`src/rtl/dqs_pkg.sv`:
```
// ---------------------------------------------------------------------------
// dqs_pkg
// Shared types and codes for the double-ended queue with search.
// ---------------------------------------------------------------------------
package dqs_pkg;

    localparam int unsigned WORD_W = 32;
    localparam int unsigned MODE_W = 3;
    localparam int unsigned STAT_W = 2;
    localparam int unsigned OCC_W  = 7;

    // request codes
    localparam logic [MODE_W-1:0] MODE_PUSH_FRONT = 3'd0;
    localparam logic [MODE_W-1:0] MODE_PUSH_REAR  = 3'd1;
    localparam logic [MODE_W-1:0] MODE_POP_FRONT  = 3'd2;
    localparam logic [MODE_W-1:0] MODE_POP_REAR   = 3'd3;
    localparam logic [MODE_W-1:0] MODE_SEARCH     = 3'd4;

    // status codes
    localparam logic [STAT_W-1:0] STAT_OK    = 2'd0;
    localparam logic [STAT_W-1:0] STAT_EMPTY = 2'd1;
    localparam logic [STAT_W-1:0] STAT_FULL  = 2'd2;

    typedef enum logic [1:0] {
        ST_IDLE,
        ST_POP,
        ST_SCAN
    } t_state;

endpackage

```
`src/rtl/deque_with_search_core.sv`:
```
// ---------------------------------------------------------------------------
// deque_with_search_core
// Bounded double-ended queue of signed words kept as a ring buffer in one
// synchronous memory, with push/pop at both ends and a linear value search.
// ---------------------------------------------------------------------------
// Push, refused push, empty pop/search and unused codes give their result in
//   the cycle after accept, with busy staying low (one per cycle).
// Pop: the memory read is registered, then the result is registered; busy for 1 cycle.
// Search: one memory read per stored word, stopping at the first match; the
//   result comes when a word matches or the last stored word has been compared.
// The single read port of the entry memory sets the search rate.
// Reset (synchronous, active low) empties the queue; the memory is not cleared.
// Results are strobed for one cycle by o_valid; the receiver cannot stall.
// ---------------------------------------------------------------------------
module deque_with_search_core #(
    parameter int unsigned DEPTH = 64
) (
    input  logic                                i_clk,
    input  logic                                i_rst_n,
    input  logic                                start,
    output logic                                busy,
    input  logic [dqs_pkg::MODE_W-1:0]          i_mode,
    input  logic signed [dqs_pkg::WORD_W-1:0]   i_item_value,
    output logic                                o_valid,
    output logic [dqs_pkg::STAT_W-1:0]          o_status,
    output logic signed [dqs_pkg::WORD_W-1:0]   o_removed_value,
    output logic                                o_found,
    output logic [dqs_pkg::OCC_W-1:0]           o_occupancy
);

    // pointer width, count width (count must hold DEPTH itself), sum width
    localparam int unsigned AW = (DEPTH > 1) ? $clog2(DEPTH) : 1;
    localparam int unsigned CW = $clog2(DEPTH + 1);
    localparam int unsigned SW = AW + 1;

    // Wrap base + offset into the ring; both stay below DEPTH, so one
    // compare and subtract is enough.
    function automatic logic [AW-1:0] ring_add(input logic [AW-1:0] base,
                                               input logic [CW-1:0] off);
        logic [SW-1:0] sum;
        sum = SW'(base) + SW'(off);
        if (sum >= SW'(DEPTH)) begin
            sum = sum - SW'(DEPTH);
        end
        return sum[AW-1:0];
    endfunction

    // entry memory: one write and one registered read per cycle
    logic [dqs_pkg::WORD_W-1:0] r_mem [DEPTH];
    logic [dqs_pkg::WORD_W-1:0] r_rdata;
    logic                       mem_we;
    logic [AW-1:0]              mem_waddr;
    logic [AW-1:0]              mem_raddr;

    // control state
    dqs_pkg::t_state r_state, n_state;
    logic [AW-1:0]   r_front, n_front;
    logic [CW-1:0]   r_count, n_count;
    logic            r_valid, n_valid;
    logic            r_rd_v, n_rd_v;       // read issued last cycle during scan

    // payload state
    logic [dqs_pkg::STAT_W-1:0] r_status, n_status;
    logic [dqs_pkg::WORD_W-1:0] r_removed, n_removed;
    logic                       r_found, n_found;
    logic [dqs_pkg::WORD_W-1:0] r_key, n_key;
    logic [CW-1:0]              r_idx, n_idx;
    logic                       r_rd_last, n_rd_last;

    logic           accept;
    logic           is_full;
    logic           is_empty;
    logic [CW+dqs_pkg::OCC_W-1:0] occ_wide;

    assign busy     = (r_state != dqs_pkg::ST_IDLE);
    assign accept   = start && !busy;
    assign is_full  = (r_count == CW'(DEPTH));
    assign is_empty = (r_count == '0);

    // Sequencer: updates pointers at accept, issues memory reads and
    // builds the result.
    always_comb begin
        n_state   = r_state;
        n_front   = r_front;
        n_count   = r_count;
        n_valid   = 1'b0;
        n_rd_v    = 1'b0;
        n_status  = r_status;
        n_removed = r_removed;
        n_found   = r_found;
        n_key     = r_key;
        n_idx     = r_idx;
        n_rd_last = r_rd_last;
        mem_we    = 1'b0;
        mem_waddr = r_front;
        mem_raddr = r_front;

        case (r_state)
            dqs_pkg::ST_IDLE: begin
                if (accept) begin
                    // default result: ok, nothing removed, nothing found
                    n_status  = dqs_pkg::STAT_OK;
                    n_removed = '0;
                    n_found   = 1'b0;
                    case (i_mode)
                        dqs_pkg::MODE_PUSH_FRONT: begin
                            n_valid = 1'b1;
                            if (is_full) begin
                                n_status = dqs_pkg::STAT_FULL;
                            end else begin
                                n_front   = (r_front == '0) ? AW'(DEPTH - 1)
                                                            : r_front - AW'(1);
                                mem_we    = 1'b1;
                                mem_waddr = n_front;
                                n_count   = r_count + CW'(1);
                            end
                        end
                        dqs_pkg::MODE_PUSH_REAR: begin
                            n_valid = 1'b1;
                            if (is_full) begin
                                n_status = dqs_pkg::STAT_FULL;
                            end else begin
                                mem_we    = 1'b1;
                                mem_waddr = ring_add(r_front, r_count);
                                n_count   = r_count + CW'(1);
                            end
                        end
                        dqs_pkg::MODE_POP_FRONT: begin
                            if (is_empty) begin
                                n_valid  = 1'b1;
                                n_status = dqs_pkg::STAT_EMPTY;
                            end else begin
                                mem_raddr = r_front;
                                n_front   = ring_add(r_front, CW'(1));
                                n_count   = r_count - CW'(1);
                                n_state   = dqs_pkg::ST_POP;
                            end
                        end
                        dqs_pkg::MODE_POP_REAR: begin
                            if (is_empty) begin
                                n_valid  = 1'b1;
                                n_status = dqs_pkg::STAT_EMPTY;
                            end else begin
                                mem_raddr = ring_add(r_front, r_count - CW'(1));
                                n_count   = r_count - CW'(1);
                                n_state   = dqs_pkg::ST_POP;
                            end
                        end
                        dqs_pkg::MODE_SEARCH: begin
                            if (is_empty) begin
                                n_valid  = 1'b1;
                                n_status = dqs_pkg::STAT_EMPTY;
                            end else begin
                                n_key   = i_item_value;
                                n_idx   = '0;
                                n_state = dqs_pkg::ST_SCAN;
                            end
                        end
                        default: begin
                            // unused code: no operation, plain ok result
                            n_valid = 1'b1;
                        end
                    endcase
                end
            end
            dqs_pkg::ST_POP: begin
                // read data is back; deliver it
                n_valid   = 1'b1;
                n_removed = r_rdata;
                n_state   = dqs_pkg::ST_IDLE;
            end
            dqs_pkg::ST_SCAN: begin
                mem_raddr = ring_add(r_front, r_idx);
                if (r_rd_v && (r_rdata == r_key)) begin
                    n_valid = 1'b1;
                    n_found = 1'b1;
                    n_state = dqs_pkg::ST_IDLE;
                end else if (r_rd_v && r_rd_last) begin
                    n_valid = 1'b1;
                    n_state = dqs_pkg::ST_IDLE;
                end else begin
                    // issue next read, compare it next cycle
                    n_rd_v    = 1'b1;
                    n_rd_last = (r_idx == r_count - CW'(1));
                    n_idx     = r_idx + CW'(1);
                end
            end
            default: begin
                n_state = dqs_pkg::ST_IDLE;
            end
        endcase
    end

    // entry memory
    always_ff @(posedge i_clk) begin
        if (mem_we) begin
            r_mem[mem_waddr] <= i_item_value;
        end
        r_rdata <= r_mem[mem_raddr];
    end

    // control registers
    always_ff @(posedge i_clk) begin
        if (!i_rst_n) begin
            r_state <= dqs_pkg::ST_IDLE;
            r_front <= '0;
            r_count <= '0;
            r_valid <= 1'b0;
            r_rd_v  <= 1'b0;
        end else begin
            r_state <= n_state;
            r_front <= n_front;
            r_count <= n_count;
            r_valid <= n_valid;
            r_rd_v  <= n_rd_v;
        end
    end

    // payload registers
    always_ff @(posedge i_clk) begin
        r_status  <= n_status;
        r_removed <= n_removed;
        r_found   <= n_found;
        r_key     <= n_key;
        r_idx     <= n_idx;
        r_rd_last <= n_rd_last;
    end

    // occupancy is the count masked to the port width
    assign occ_wide = {{dqs_pkg::OCC_W{1'b0}}, r_count};

    assign o_valid         = r_valid;
    assign o_status        = r_status;
    assign o_removed_value = r_removed;
    assign o_found         = r_found;
    assign o_occupancy     = occ_wide[dqs_pkg::OCC_W-1:0];

endmodule

```
`config.mk`:
```
export PLATFORM = sky130hd
export DESIGN_NAME = deque_with_search_core
export DESIGN_NICKNAME = d
export VERILOG_FILES = /design/src/rtl/dqs_pkg.sv /design/src/rtl/deque_with_search_core.sv
export SDC_FILE = /design/constraint.sdc
export NUM_CORES = 2
export LEC_CHECK = 0
export ABC_AREA = 1
export BUFFER_PORTS_ARGS = -buffer_cell sky130_fd_sc_hd__buf_2
export CORE_AREA = 8 8 493 495
export DETAILED_ROUTE_END_ITERATION = 7
export DIE_AREA = 0 0 501 503
export RECOVER_POWER = 50
export SLEW_MARGIN = 10
export SYNTH_ARGS = -nofsm -noshare
export SYNTH_HDL_FRONTEND = slang
export SYNTH_SLANG_ARGS = --single-unit
```
`constraint.sdc`:
```
create_clock -name i_clk -period 5.3 [get_ports i_clk]
set_input_delay 0.53 -clock i_clk [delete_from_list [all_inputs] [get_ports i_clk]]
set_output_delay 0.53 -clock i_clk [all_outputs]
set_load 0.005 [all_outputs]
```
==> impl_results.md <==
* Status: complete, but fails checks
* Failing checks: capacitance limit, slew limit
* Hold Path Sink: o_status[1]$_DFFE_PP_
* Worst-skew pair later-pin latency at ~900 ps
* 1st-iter DRT viols at around 7900
* Setup Crit Path Kind: register to register
* WHS Path Cells at 4
* First-pass GRT wire length at 417 mm
* Final Worst Setup Slack at approximately 640 ps
* Crit Path Max Fanout at between 100 and 150
* Crit-path slowest cell: buf_4
* Number of global-route vias before repair at between 60000 and 70000
* Least-Margin Pin Slew at 4610 ps
* Fmax at roughly 210 MHz
* Largest net degree at the start of global routing at between 150 and 200
* Commonest non-fill, non-tap cell in the layout: nand3_1
* Total GRT Usage at 22.0%
* Mux cell area share after synthesis at 0%
* Sequential area share after synthesis at between 60% and 70%
* Via density at roughly 5.5
* Nets at about 8600
* Worst hold slack at approximately 130 ps
* Number of synthesized flops with an enable pin at roughly 2100
* Synth Net Count at ~8700
* Ranking of synthesized cells by area: edfxtp_1 67%, nand3_1 12%, nand3b_1 6.0%
* CTS Buf Count at roughly 220
* Leak at between 40 and 50 nW
* Synth Area in XOR/XNOR at 0.339%
* Share of the synthesized area in the top cell type at 66.6%
* Reg-to-reg endpoint: r_rdata[29]$_DFF_P_
* Core area at between 200000 and 250000 µm²
* Critical Path Start Type: register
* Clock Path Buffers at 3
* Syn-to-layout area delta at 12.6%
* Final Critical Period at between 4000 and 5000 ps
* Area leader, netlist: edfxtp_1
* Crit-path leading delay family: simple AND/OR/NAND/NOR gates
* I/O Pins at 82
* Worst path arrival time at ~5400 ps
* Endpoints failing hold at 0
* CTS tree: yes
* Drt drc at 0
* Post-CTS Setup Bufs at 0
* Sum of negative setup slack at 0 ps
* Dpl ws at 960 ps
* Hold Crit Class: primary input to register
* Gr ovfl total at 0
* Slew headroom at -207%
* Fin Clk Skew at roughly 38 ps
* Comb pwr share at between 10% and 20%
* DIE AREA at around 250000 µm²
* Max H-tree Level at 4
* Cell Count, Final, Fillers Out at roughly 12000
* Register share of total power at 47.6%
* Simple-gate share of the synthesized area at between 20% and 30%
* Power share of the clock group at a little under two fifths
* RSZ-0062 raised after global routing: false
* Beginning of the worst hold path: i_mode[1]
* Dominant combinational cell family by area after synthesis: simple AND/OR/NAND/NOR gates
* Worst Path Buf+Inv at 4
* Initial antenna violation count at 15
* Width of the die at between 500 and 600 µm
* Post-synthesis compound-gate area fraction at less than 1%
* #FFs+latches synth at ~2200
* Setup-failing EPs final at 0
* WL/cell at ~24 µm
* Final-report max-slew violation count at between 2000 and 2500
* CP Capture Type: register
* Most frequent CP cell: nand3_1
* Mapped Cells at roughly 8600
* Share of cells above drive strength 1 at 7.20%
* Synth warn at 0
* Most frequent cells in the layout: 2207 x nand3_1, 2123 x edfxtp_1, 1300 x nand2_1
* Via Count at about 65000
* Unique masters post-synth at 42
* Max cap viols at 44
* CP cell instances: inv_1 -> ha_1 -> nand2_1 -> nor2_1 -> nand2_1 -> nand3_2 -> nand2_1 -> nand3_4 -> buf_12 -> buf_12 -> buf_4 -> nand3b_1 -> nand3_1 -> nand3_1 -> nand3_1 -> nand3_1 -> nand3_1 -> nand2_1
* FP Rows at 178
* Drt total wl at between 200 and 300 mm
* Internal power at around 29 mW
* I/O Buffers at 81
* Clk root buf: clkbuf_16
* Worst path required time at around 6100 ps
* Slowest stage delay, CP at approximately 600 ps
* Starting Density at 40.8%
* Mapped Area at between 90000 and 100000 µm²
* Post-DP HPWL at between 150 and 200 mm
* NetSw at about 11 mW
* R2R Setup Slk at between 600 and 700 ps
* Depth of the worst register-to-register path at 18
* Total clock sinks at about 2200
* DIE HEIGHT at approximately 500 µm
* Worst R2R Start: o_occupancy[0]$_SDFFE_PN0P_
* Drt pass-1 iters at 6
* Worst-path clk slew at approximately 60 ps
* Gpl congestion at 0.888
* Period utilization at ~88%
* Most used DFF post-synth: edfxtp_1
* Net switching fraction of the power at 27.6%
* Power Dens Cells at about 380 nW/µm²
* Post-synthesis average cell area at 11.1 µm²
* Worst IR Drop VDD at 295 µV
* Post-Synth Adder-Cell Area at 0.337%
* Routed Antenna Nets at 0
* Ys async rst share at 0%
* Post-placement cell count at 11500
metrics by stage:
| step | power (mW) | util, % | area (µm²) |
|---|---|---|---|
| floorplan | 22.8 | - | 95700 |
| global placement | 25.2 | 43.0 | 101000 |
| detailed placement | 25.2 | 43.0 | 101000 |
| CTS | 40.6 | 46.0 | 108000 |
| global route | 41.7 | 45.9 | 108000 |
| finish | 40.4 | 45.9 | 108000 |
cell families after synthesis:
| group | Yosys count |
|---|---|
| AO/OA/AOI/OAI | 95 |
| XOR/XNOR | 37 |
| adder cells (fa/ha/maj) | 24 |
| buffers and inverters | 1816 |
| flip-flops | 2172 |
| AND/OR/NAND/NOR | 4467 |
power by group through the flow:
stage                     sequential, mW  combinational (mW)  clock, mW
after floorplan                     19.5                3.28          0
after global placement              19.5                5.63          0
after detailed placement            19.6                5.69          0
after CTS                           19.2                5.70       15.7
after global routing                19.2                6.12       16.3
final                               19.2                5.72       15.5
synth_stat cells, types with 5 or more instances:
cell,instances
a21oi_1,29
dfxtp_1,49
a211oi_1,5
nor3_1,11
inv_2,11
edfxtp_1,2123
nor2_1,146
nand3_1,2207
nand4_1,14
inv_1,1240
nand3b_1,762
buf_2,231
o22ai_1,11
or2_2,9
xor2_1,26
o211ai_1,5
buf_1,111
buf_4,20
clkbuf_1,198
xnor2_1,11
o21ai_0,33
nand2_1,1301
ha_1,21
state kept, by name, summed over array words and instances, names as in the netlist:
name	count
o_removed_value	32
r_idx	7
r_rd_last	1
o_found	1
o_valid	1
r_rd_v	1
o_occupancy	7
r_state	2
r_mem	2048
o_status	2
r_key	32
r_rdata	32
r_front	6
what timing repair did:
action,CTS,global route
endpoints found under the hold margin,9,0
resized for setup,0,0
hold buffers,2,0
metal layers:
layer  share of wire, %  vias up  track usage (%)
li1                   -    29600                -
met1                 42    32200             30.9
met2                 45     2840             34.2
met3                8.1      505             3.23
met4                4.6        4             9.44
met5             0.0080        -                0
layout make-up:
| class | instances | area (µm²) |
|---|---|---|
| Antenna cell | 9 | 22.5 |
| Clock buffer | 296 | 6000 |
| Clock inverter | 123 | 1160 |
| Fill cell | 21100 | 127000 |
| Inverter | 1252 | 4730 |
| Multi-Input combinational cell | 4623 | 24300 |
| Sequential cell | 2172 | 64700 |
| Tap cell | 3150 | 3940 |
| Timing Repair Buffer | 301 | 2880 |
worst max path at each step:
stage	from	to	slack (ps)	depth (start not counted)
4_1_cts	o_occupancy[0]$_SDFFE_PN0P_	r_rdata[26]$_DFF_P_	920	16
5_1_grt	o_occupancy[0]$_SDFFE_PN0P_	r_rdata[29]$_DFF_P_	400	18
6_report	o_occupancy[0]$_SDFFE_PN0P_	r_rdata[29]$_DFF_P_	640	18
2_1_floorplan	r_front[1]$_SDFFE_PN0P_	r_mem[16][0]$_DFFE_PP_	1320	11
3_5_place_dp	o_occupancy[0]$_SDFFE_PN0P_	r_rdata[26]$_DFF_P_	960	16
3_3_place_gp	o_occupancy[0]$_SDFFE_PN0P_	r_mem[57][1]$_DFFE_PP_	810	14
worst min-delay path: stages:
cell and delay (ps):
buf_2 120, nor2_1 50, inv_1 80, nor2_1 70
Note: power is estimated with default switching activity, not from simulation.
